$ cat src/hdl/lcfr_pkg.sv
`default_nettype none
// ----------------------------------------------------------------------------
// lcfr_pkg
// Types and constants shared by the length and checksum frame receiver.
// ----------------------------------------------------------------------------
package lcfr_pkg;

    localparam int unsigned BUF_SIZE_W = 11;
    localparam int unsigned POS_W      = 17;

    localparam logic [POS_W-1:0] HEADER_BYTES = 17'd3;

    localparam logic [7:0] FRAME_ID_RESET = 8'h41;

    localparam logic CFG_BUFFER_SIZE = 1'b0;
    localparam logic CFG_FRAME_ID    = 1'b1;

    localparam logic MODE_BYTE    = 1'b0;
    localparam logic MODE_RELEASE = 1'b1;

    localparam logic KIND_WRITE  = 1'b0;
    localparam logic KIND_STATUS = 1'b1;

    typedef enum logic [1:0] {
        PH_IDLE = 2'd0,
        PH_RECV = 2'd1,
        PH_HELD = 2'd2
    } t_phase;

    typedef struct packed {
        logic       mode;
        logic [7:0] rx_byte;
    } t_in_item;

    typedef struct packed {
        logic        kind;
        logic [9:0]  write_index;
        logic [7:0]  write_byte;
        logic        frame_ok;
        logic        checksum_match;
        logic        length_fits;
        logic [15:0] frame_length;
    } t_out_item;

    typedef struct packed {
        logic [BUF_SIZE_W-1:0] buffer_size;
        logic [7:0]            frame_id;
    } t_cfg;

endpackage
`default_nettype wire

$ cat src/hdl/lcfr_parser.sv
`default_nettype none
// ----------------------------------------------------------------------------
// lcfr_parser
// Frame state and per-byte decode: one item per step, at most one result.
// ----------------------------------------------------------------------------
module lcfr_parser #(
    parameter int unsigned BUFFER_DEPTH = 1024
) (
    input  wire logic               i_clk,
    input  wire logic               i_rst_n,
    input  wire logic               i_step,
    input  wire lcfr_pkg::t_in_item i_item,
    input  wire lcfr_pkg::t_cfg     i_cfg,
    output logic                    o_res_valid,
    output lcfr_pkg::t_out_item     o_res
);

    localparam logic [lcfr_pkg::POS_W-1:0] DEPTH_W = lcfr_pkg::POS_W'(BUFFER_DEPTH);

    lcfr_pkg::t_phase              r_phase, n_phase;
    logic [lcfr_pkg::POS_W-1:0]    r_pos, n_pos;
    logic [7:0]                    r_len_low, n_len_low;
    logic [15:0]                   r_len, n_len;
    logic [7:0]                    r_sum, n_sum;

    logic [lcfr_pkg::POS_W-1:0]    buf_size_w;
    logic [lcfr_pkg::POS_W-1:0]    cap;
    logic [lcfr_pkg::POS_W-1:0]    last;
    logic [lcfr_pkg::POS_W-1:0]    idx;
    logic [7:0]                    sum_next;
    logic                          in_data;
    logic                          match;
    logic                          fits;

    assign buf_size_w = lcfr_pkg::POS_W'(i_cfg.buffer_size);
    assign cap        = (buf_size_w < DEPTH_W) ? buf_size_w : DEPTH_W;
    assign last       = lcfr_pkg::POS_W'(r_len) + lcfr_pkg::HEADER_BYTES;
    assign idx        = r_pos - lcfr_pkg::HEADER_BYTES;
    assign sum_next   = r_sum + i_item.rx_byte;
    assign in_data    = (r_pos < last);
    assign match      = (i_item.rx_byte == r_sum);
    assign fits       = (lcfr_pkg::POS_W'(r_len) <= cap);

    // next state
    always_comb begin
        n_phase   = r_phase;
        n_pos     = r_pos;
        n_len_low = r_len_low;
        n_len     = r_len;
        n_sum     = r_sum;
        if (i_item.mode == lcfr_pkg::MODE_RELEASE) begin
            n_phase = lcfr_pkg::PH_IDLE;
            n_pos   = '0;
        end else begin
            case (r_phase)
                lcfr_pkg::PH_HELD: begin
                end
                lcfr_pkg::PH_RECV: begin
                    if (r_pos == lcfr_pkg::POS_W'(1)) begin
                        n_len_low = i_item.rx_byte;
                        n_pos     = lcfr_pkg::POS_W'(2);
                    end else if (r_pos == lcfr_pkg::POS_W'(2)) begin
                        n_len = {i_item.rx_byte, r_len_low};
                        n_pos = lcfr_pkg::HEADER_BYTES;
                    end else if (in_data) begin
                        n_sum = sum_next;
                        n_pos = r_pos + lcfr_pkg::POS_W'(1);
                    end else begin
                        n_phase = (match && fits) ? lcfr_pkg::PH_HELD : lcfr_pkg::PH_IDLE;
                        n_pos   = '0;
                    end
                end
                default: begin
                    if (i_item.rx_byte == i_cfg.frame_id) begin
                        n_phase   = lcfr_pkg::PH_RECV;
                        n_pos     = lcfr_pkg::POS_W'(1);
                        n_sum     = '0;
                        n_len_low = '0;
                        n_len     = '0;
                    end
                end
            endcase
        end
    end

    // result
    always_comb begin
        o_res_valid = 1'b0;
        o_res       = '0;
        if ((i_item.mode == lcfr_pkg::MODE_BYTE) && (r_phase == lcfr_pkg::PH_RECV)
                && (r_pos >= lcfr_pkg::HEADER_BYTES)) begin
            if (in_data) begin
                if (idx < cap) begin
                    o_res_valid       = 1'b1;
                    o_res.kind        = lcfr_pkg::KIND_WRITE;
                    o_res.write_index = idx[9:0];
                    o_res.write_byte  = i_item.rx_byte;
                end
            end else begin
                o_res_valid          = 1'b1;
                o_res.kind           = lcfr_pkg::KIND_STATUS;
                o_res.frame_ok       = match & fits;
                o_res.checksum_match = match;
                o_res.length_fits    = fits;
                o_res.frame_length   = r_len;
            end
        end
    end

    always_ff @(posedge i_clk) begin
        if (!i_rst_n) begin
            r_phase   <= lcfr_pkg::PH_IDLE;
            r_pos     <= '0;
            r_len_low <= '0;
            r_len     <= '0;
            r_sum     <= '0;
        end else if (i_step) begin
            r_phase   <= n_phase;
            r_pos     <= n_pos;
            r_len_low <= n_len_low;
            r_len     <= n_len;
            r_sum     <= n_sum;
        end
    end

`ifndef SYNTHESIS
    a_status_leaves_recv: assert property (@(posedge i_clk) disable iff (!i_rst_n)
        i_step && o_res_valid && (o_res.kind == lcfr_pkg::KIND_STATUS)
        |=> (r_phase != lcfr_pkg::PH_RECV) && (r_pos == '0))
        else $error("status transfer did not close the frame");

    a_held_silent: assert property (@(posedge i_clk) disable iff (!i_rst_n)
        (r_phase == lcfr_pkg::PH_HELD) && (i_item.mode == lcfr_pkg::MODE_BYTE)
        |-> !o_res_valid)
        else $error("held receiver produced a result");

    a_write_in_capacity: assert property (@(posedge i_clk) disable iff (!i_rst_n)
        o_res_valid && (o_res.kind == lcfr_pkg::KIND_WRITE) |-> (idx < cap))
        else $error("buffer write beyond capacity");

    a_held_only_when_ok: assert property (@(posedge i_clk) disable iff (!i_rst_n)
        i_step && (r_phase != lcfr_pkg::PH_HELD) && (n_phase == lcfr_pkg::PH_HELD)
        |-> o_res_valid && o_res.frame_ok)
        else $error("receiver held without a good frame");
`endif

endmodule
`default_nettype wire

$ cat src/hdl/length_checksum_frame_receiver.sv
`default_nettype none
// ----------------------------------------------------------------------------
// length_checksum_frame_receiver
// Byte-framed receiver with 16-bit length and 8-bit additive checksum.
// ----------------------------------------------------------------------------
// usage
//   input channel: one item per transfer, either a received link byte or a
//   release that frees a held buffer and re-arms the receiver
//   output channel: at most one result per input item, a buffer write for
//   each data byte within capacity or a status on the checksum byte
//   config port: write enable, register index (0 buffer_size, 1 frame_id)
//   and data; write only while no item is in flight
// pipeline and throughput
//   an accepted item lands in an input register, is decoded from it and
//   its result is registered in the output register when the output can
//   advance; one item per cycle is sustained while the output is taken,
//   set by the single decode stage between the input and output registers
// reset
//   synchronous active-low reset empties both registers, puts the receiver
//   in idle waiting for the frame ID, buffer_size to 0 and frame_id to 'A'
// stall
//   when the output is not taken the decode stage holds; the input register
//   still takes one more item, then ready drops until the output drains
// ----------------------------------------------------------------------------
module length_checksum_frame_receiver #(
    parameter int unsigned BUFFER_DEPTH = 1024
) (
    input  wire logic                         i_clk,
    input  wire logic                         i_rst_n,
    input  wire logic                         i_in_valid,
    output logic                              o_in_ready,
    input  wire lcfr_pkg::t_in_item           i_in_item,
    output logic                              o_out_valid,
    input  wire logic                         i_out_ready,
    output lcfr_pkg::t_out_item               o_out_item,
    input  wire logic                         i_cfg_we,
    input  wire logic                         i_cfg_index,
    input  wire logic [lcfr_pkg::BUF_SIZE_W-1:0] i_cfg_data
);

    lcfr_pkg::t_cfg      r_cfg;
    logic                r_in_valid;
    lcfr_pkg::t_in_item  r_in;
    logic                r_out_valid;
    lcfr_pkg::t_out_item r_out;

    logic                advance;
    logic                step;
    logic                res_valid;
    lcfr_pkg::t_out_item res;

    assign advance     = !r_out_valid || i_out_ready;
    assign step        = r_in_valid && advance;
    assign o_in_ready  = !r_in_valid || advance;
    assign o_out_valid = r_out_valid;
    assign o_out_item  = r_out;

    always_ff @(posedge i_clk) begin
        if (!i_rst_n) begin
            r_cfg.buffer_size <= '0;
            r_cfg.frame_id    <= lcfr_pkg::FRAME_ID_RESET;
        end else if (i_cfg_we) begin
            case (i_cfg_index)
                lcfr_pkg::CFG_BUFFER_SIZE: r_cfg.buffer_size <= i_cfg_data;
                lcfr_pkg::CFG_FRAME_ID:    r_cfg.frame_id    <= i_cfg_data[7:0];
                default: begin
                end
            endcase
        end
    end

    always_ff @(posedge i_clk) begin
        if (!i_rst_n) begin
            r_in_valid <= 1'b0;
        end else if (i_in_valid && o_in_ready) begin
            r_in_valid <= 1'b1;
        end else if (advance) begin
            r_in_valid <= 1'b0;
        end
    end

    always_ff @(posedge i_clk) begin
        if (i_in_valid && o_in_ready) begin
            r_in <= i_in_item;
        end
    end

    always_ff @(posedge i_clk) begin
        if (!i_rst_n) begin
            r_out_valid <= 1'b0;
        end else if (advance) begin
            r_out_valid <= r_in_valid && res_valid;
        end
    end

    always_ff @(posedge i_clk) begin
        if (step) begin
            r_out <= res;
        end
    end

    lcfr_parser #(
        .BUFFER_DEPTH (BUFFER_DEPTH)
    ) u_parser (
        .i_clk       (i_clk),
        .i_rst_n     (i_rst_n),
        .i_step      (step),
        .i_item      (r_in),
        .i_cfg       (r_cfg),
        .o_res_valid (res_valid),
        .o_res       (res)
    );

endmodule
`default_nettype wire

$ cat config.mk
export PLATFORM = sky130hd
export DESIGN_NAME = length_checksum_frame_receiver
export DESIGN_NICKNAME = d
export VERILOG_FILES = /design/src/hdl/lcfr_pkg.sv /design/src/hdl/lcfr_parser.sv /design/src/hdl/length_checksum_frame_receiver.sv
export SDC_FILE = /design/constraint.sdc
export NUM_CORES = 1
export LEC_CHECK = 0
export ABC_AREA = 1
export BUFFER_PORTS_ARGS = -buffer_cell sky130_fd_sc_hd__buf_4
export CORE_ASPECT_RATIO = 0.75
export CORE_MARGIN = 2
export CORE_UTILIZATION = 60
export DETAILED_ROUTE_END_ITERATION = 12
export PLACE_DENSITY_LB_ADDON = 0.25
export SLEW_MARGIN = 25
export SYNTH_ARGS = -nofsm -noshare
export SYNTH_HDL_FRONTEND = slang
export SYNTH_HIERARCHICAL = 1
export SYNTH_SLANG_ARGS = --single-unit
$ cat constraint.sdc
create_clock -name i_clk -period 6.6 [get_ports i_clk]
set_input_delay 1.32 -clock i_clk [delete_from_list [all_inputs] [get_ports i_clk]]
set_output_delay 1.32 -clock i_clk [all_outputs]
set_load 0.02 [all_outputs]
# Yosys cells after proc, flatten, opt, wreduce, memory -nomap -nowiden
# Cells that the tools add are included.
# op_classes
n_eq_ne	15
n_mux	31
magnitude_cmp	5
n_reduce_logical	22
bitwise	5
add_sub_neg	4
# op_table
cell	n
two-way mux 17 bit	5
two-way mux 16 bit	3
two-way mux 8 bit	5
< comparator 17 bit	2
case mux 17 bit (2 select lines)	1
case mux 16 bit (2 select lines)	1
case mux 8 bit (2 select lines)	2
adder 16 x 2 -> 17 bit, second input constant	1
adder 17 x 1 -> 17 bit, second input constant	1
== test 17 x 1 -> 1 bit, second input constant	1
== test 17 x 2 -> 1 bit, second input constant	1
>= comparator 17 x 2 -> 1 bit, second input constant	1
<= comparator 16 x 17 -> 1 bit	1
subtractor 17 x 2 -> 17 bit, second input constant	1
== test 8 bit	2
two-way mux 2 bit	6
AND reduction 6 bit	2
< comparator 11 bit, second input constant	1
two-way mux 11 bit	1
inequality test 3 bit, second input constant	3
adder 8 bit	1
AND reduction 7 bit	1
logical AND 1 bit	6
two-way mux 1 bit	6
other kinds (15)	27
# word_totals
in_bits	26
wordCells	100
reg_bits	119
out_inout_bits	40

# Logic depth before layout (Yosys ltp)
# logic_depth
ltp_word	10
depth_mapped	24
ltp_nobuf	23

# Modules after synthesis
# The synthesis kept the hierarchy.
# modules_own_cells
mod	area_per_inst_um2	seq_area_each_um2	cells_each	instances
lcfr_parser	5069.9	1021.0	820	1
length_checksum_frame_receiver	2247.2	1831.8	168	1

# Worst setup path before layout
# No wires, ideal clock.
# synth_timing
kind	input to register
from	in i_out_ready
to	reg u_parser.r_sum[0]
cell_stages	10
arrival_time_ps	5531
setup_ps	132
t_required_ps	6468
path_slack_ps	936
n_path_buf	1
cell_sequence	inv_1 -> a21boi_0 -> inv_1 -> nor2_1 -> nand2_1 -> nor2_1 -> buf_2 -> nand2_2 -> nand2_1 -> a21oi_1
# synth_between
elab_chain_cells	3
# synth_lines
item	line_no	text
start, declared	length_checksum_frame_receiver.sv:34	input wire logic i_out_ready,
logical OR 1 bit	length_checksum_frame_receiver.sv:52	assign advance = !r_out_valid || i_out_ready;
logical AND 1 bit	length_checksum_frame_receiver.sv:53	assign step = r_in_valid && advance;
net step	length_checksum_frame_receiver.sv:48	logic step;
AND reduction 7 bit (no source line)	-	
end signal, assigned	lcfr_parser.sv:122	r_sum <= n_sum;
end, declared	lcfr_parser.sv:24	logic [7:0] r_sum, n_sum;
# The timed path passes the listed nets, and every way through them passes these cells.
# A chain may end at the register's enable or synchronous reset.

# Worst setup path in the final report
# layout_timing
from	reg u_parser.r_len[0]
to	reg u_parser.r_sum[2]
# layout_between
elab_chain_cells	4
# layout_lines
item	line_no	text
start, declared	lcfr_parser.sv:23	logic [15:0] r_len, n_len;
start signal, assigned	lcfr_parser.sv:121	r_len <= n_len;
adder 16 x 2 -> 17 bit	lcfr_parser.sv:37	assign last = lcfr_pkg::POS_W'(r_len) + lcfr_pkg::HEADER_BYTES;
< comparator 17 bit	lcfr_parser.sv:40	assign in_data = (r_pos < last);
inequality test 2 x 1 -> 1 bit (no source line)	-	
AND reduction 7 bit (no source line)	-	
# Every way passes these cells.

==> impl_metrics.ini <==
[status]
status = completed

[sta]
tightestPinTransition_ns = 0.930
relSlewSlack = 0.379
rsz0062_at_grt = no
final-setup-viol-count = 0
slew_violations = 0
period_needed_ns = 4.01
fin_tns_setup_ns = 0
post-route-period-util = 0.608
finalHoldViolations = 0
holdWs_ns = 0.470
layout_setup_ws_ns = 2.59
clock_skew_ns = 0.00778
fmax_mhz = 249

[grt]
grt_usage = 0.289
grt_pass1_wl_um = 29900
grt_max_degree = 42
grt_overflow_total = 0
antenna_found_initial = 0
grt_pass1_vias = 6171

[layout]
drive_gt1_frac = 0.151
num-nets-final = 1120
n_antenna_cell = 0
area_growth_pct = 15.5
final_area_mm2 = 0.00845

[min_path]
min_to = u_parser/r_sum[6]
hold_depth = 2
hp-start = u_parser/r_sum[6]
hp-class = flop to flop

[critical_path]
cp_max_fo = 13
r2r_start = u_parser/r_len[0]
critPathLaunchType = flop
r2r-end = u_parser/r_sum[2]
cp-end-kind = flop
critPathKind = flop to flop
arrival_ns = 4.28
reg2reg_slack_ns = 2.59
r2r_cells = 19
crit_required_ns = 6.87

[logic_synthesis]
yosys_warnings = 6
synth_area_per_cell_um2 = 7.41
synth_xor_area_frac = 0.0441
syn_area_mm2 = 0.00732
synth-async-reset-ratio = 0
synth_fp_nets = 1063
synth_common_cells = nand2_1 (254), nor2_1 (173), inv_1 (100)
ys.flop_type = dfxtp_1
seq_area_frac_synth = 0.390
synth_top_family_by_area = simple AND/OR/NAND/NOR gates
ys_types = 46
synth.area.top_cells = dfxtp_1 (20%), edfxtp_1 (19%), nand2_1 (13%)
synth-compound-area-share = 0.0568
ys_ff_latch = 119
synth_cells = 988
synth_adder_area_share = 0.0848
yosys.area_share.simple = 0.340
muxShareOfSynthArea = 0
synth-edff-count = 47
synth_top_area_frac = 0.197
synth_most_common_cell = nand2_1
synth_top_area_cell = dfxtp_1

[power_and_ir_drop]
total_power_mw = 1.88
ir_worst_vdd_v = 0.000172
p_leak_nw = 3.85
power_density_mw_per_mm2 = 222

[clock_network]
clk_latency_ns = 0.41
clockBufferDepth = 2
root_buffer = clkbuf_16
cts_sinks = 119
cts_buffers = 17
cts_resized = 0
cts_tree = yes
holdBufCountCts = 0
post_cts_buffers = 0
htreeDepth = 4
cts.clk_slew.worst_paths_ns = 0.06

[floorplanning]
io_pins = 66
num_rows = 34
dieArea_mm2 = 0.0131
die_w_um = 132
die_y_um = 99.6
initial_core_util = 0.623
core_area_mm2 = 0.0117

[place]
routabilityCongestion = 0.954
place_area_mm2 = 0.00786
hpwl_um = 13200
place_ws_ns = 2.55
numPortBuffers = 65

[detailed_routing]
ant_nets = 0
viasPerCell = 5.45
vias = 6655
drt-wirelength-per-cell_um = 15.0
route.detailed.drc = 0
totalWireLength_um = 18300
first_pass_iters = 6
drtIter0Drc = 617

[run]
drv_cap = 0
[logic make-up after synthesis]
logic type,count (synthesis)
compound gates,76
flops,119
xor+xnor,36
fa+ha+maj,49
simple gates,562
buf+inv,146
[metrics by stage]
step,instances,utilization
after global routing,1220,0.720
final,1220,0.720
after detailed placement,1188,0.670
after CTS,1220,0.720
after floorplan,988,-
after global placement,1188,0.670
[power by group]
group	switching, mW	internal [mW]	leakage, nW
Sequential	0.0141	0.783	1.05
Clock	0.352	0.568	0.286
Combinational	0.106	0.0563	2.52
[per-layer routing]
metal  track usage  vias to the layer above  routed length, µm
li1              -                     3261                  -
met4        0.0895                        0                372
met5             0                        -                  0
met3        0.0688                       42               1630
met1         0.391                     3022               8140
met2         0.462                      330               8170
[area by class of cell]
cell class	count	area, µm²
clock buffers	21	483
clock inverters	11	109
fillers	959	3290
inverters	118	453
multi-input cells	723	3860
flip-flops and latches	119	2850
well taps	162	203
repair buffers	66	495
[worst max-delay path, stage by stage (launching register included)]
cell      delay [ns]
dfxtp_1         0.31
inv_1           0.12
ha_1            0.26
nor2_1          0.15
nand4_1         0.15
nor2_1          0.21
nand4_1         0.18
or2_2           0.33
nor2_1          0.10
nand4_1         0.11
ha_1            0.31
a21o_1          0.19
nor2_1          0.10
nand2_1         0.05
nor2_1          0.09
nand2_1         0.31
o21bai_2        0.48
nand2_2         0.22
nand2_1         0.13
a21oi_1         0.07
[state kept, by name, indices dropped and copies added (netlist names)]
| name | flops |
|---|---|
| u_parser/r_len_low | 8 |
| o_out_item | 38 |
| o_out_valid | 1 |
| u_parser/r_len | 16 |
| u_parser/r_sum | 8 |
| r_in | 9 |
| r_in_valid | 1 |
| r_cfg | 19 |
| u_parser/r_phase | 2 |
| u_parser/r_pos | 17 |
[how the worst max path moves through the flow]
stage | start | end | depth (start not counted)
2_1_floorplan | i_out_ready | u_parser/r_sum[0] | 10
3_3_place_gp | i_out_ready | u_parser/r_len[8] | 12
3_5_place_dp | i_out_ready | u_parser/r_len[11] | 12
4_1_cts | u_parser/r_len[0] | u_parser/r_sum[2] | 19
5_1_grt | u_parser/r_len[0] | u_parser/r_sum[4] | 19
6_report | u_parser/r_len[0] | u_parser/r_sum[2] | 19
[layout by cell type, fill, tap and decap left out, types with 2 or more instances in the layout]
cell type and n:
a21o_1 2, a21oi_1 41, buf_4 66, clkbuf_1 2
clkbuf_16 19, clkinv_4 3, clkinvlp_4 2, dfxtp_1 72
edfxtp_1 47, ha_1 48, inv_1 99, inv_2 16
inv_6 5, nand2_1 254, nand2_2 7, nand2_4 2
nand3_1 60, nand3_2 3, nand4_1 11, nor2_1 173
nor2_2 9, nor2_4 16, nor3_1 19, o21a_1 2
o21ai_0 15, o21ai_1 8, o21bai_1 2, xnor2_1 8
xor2_1 27
Power figures use the tool's default switching activity.
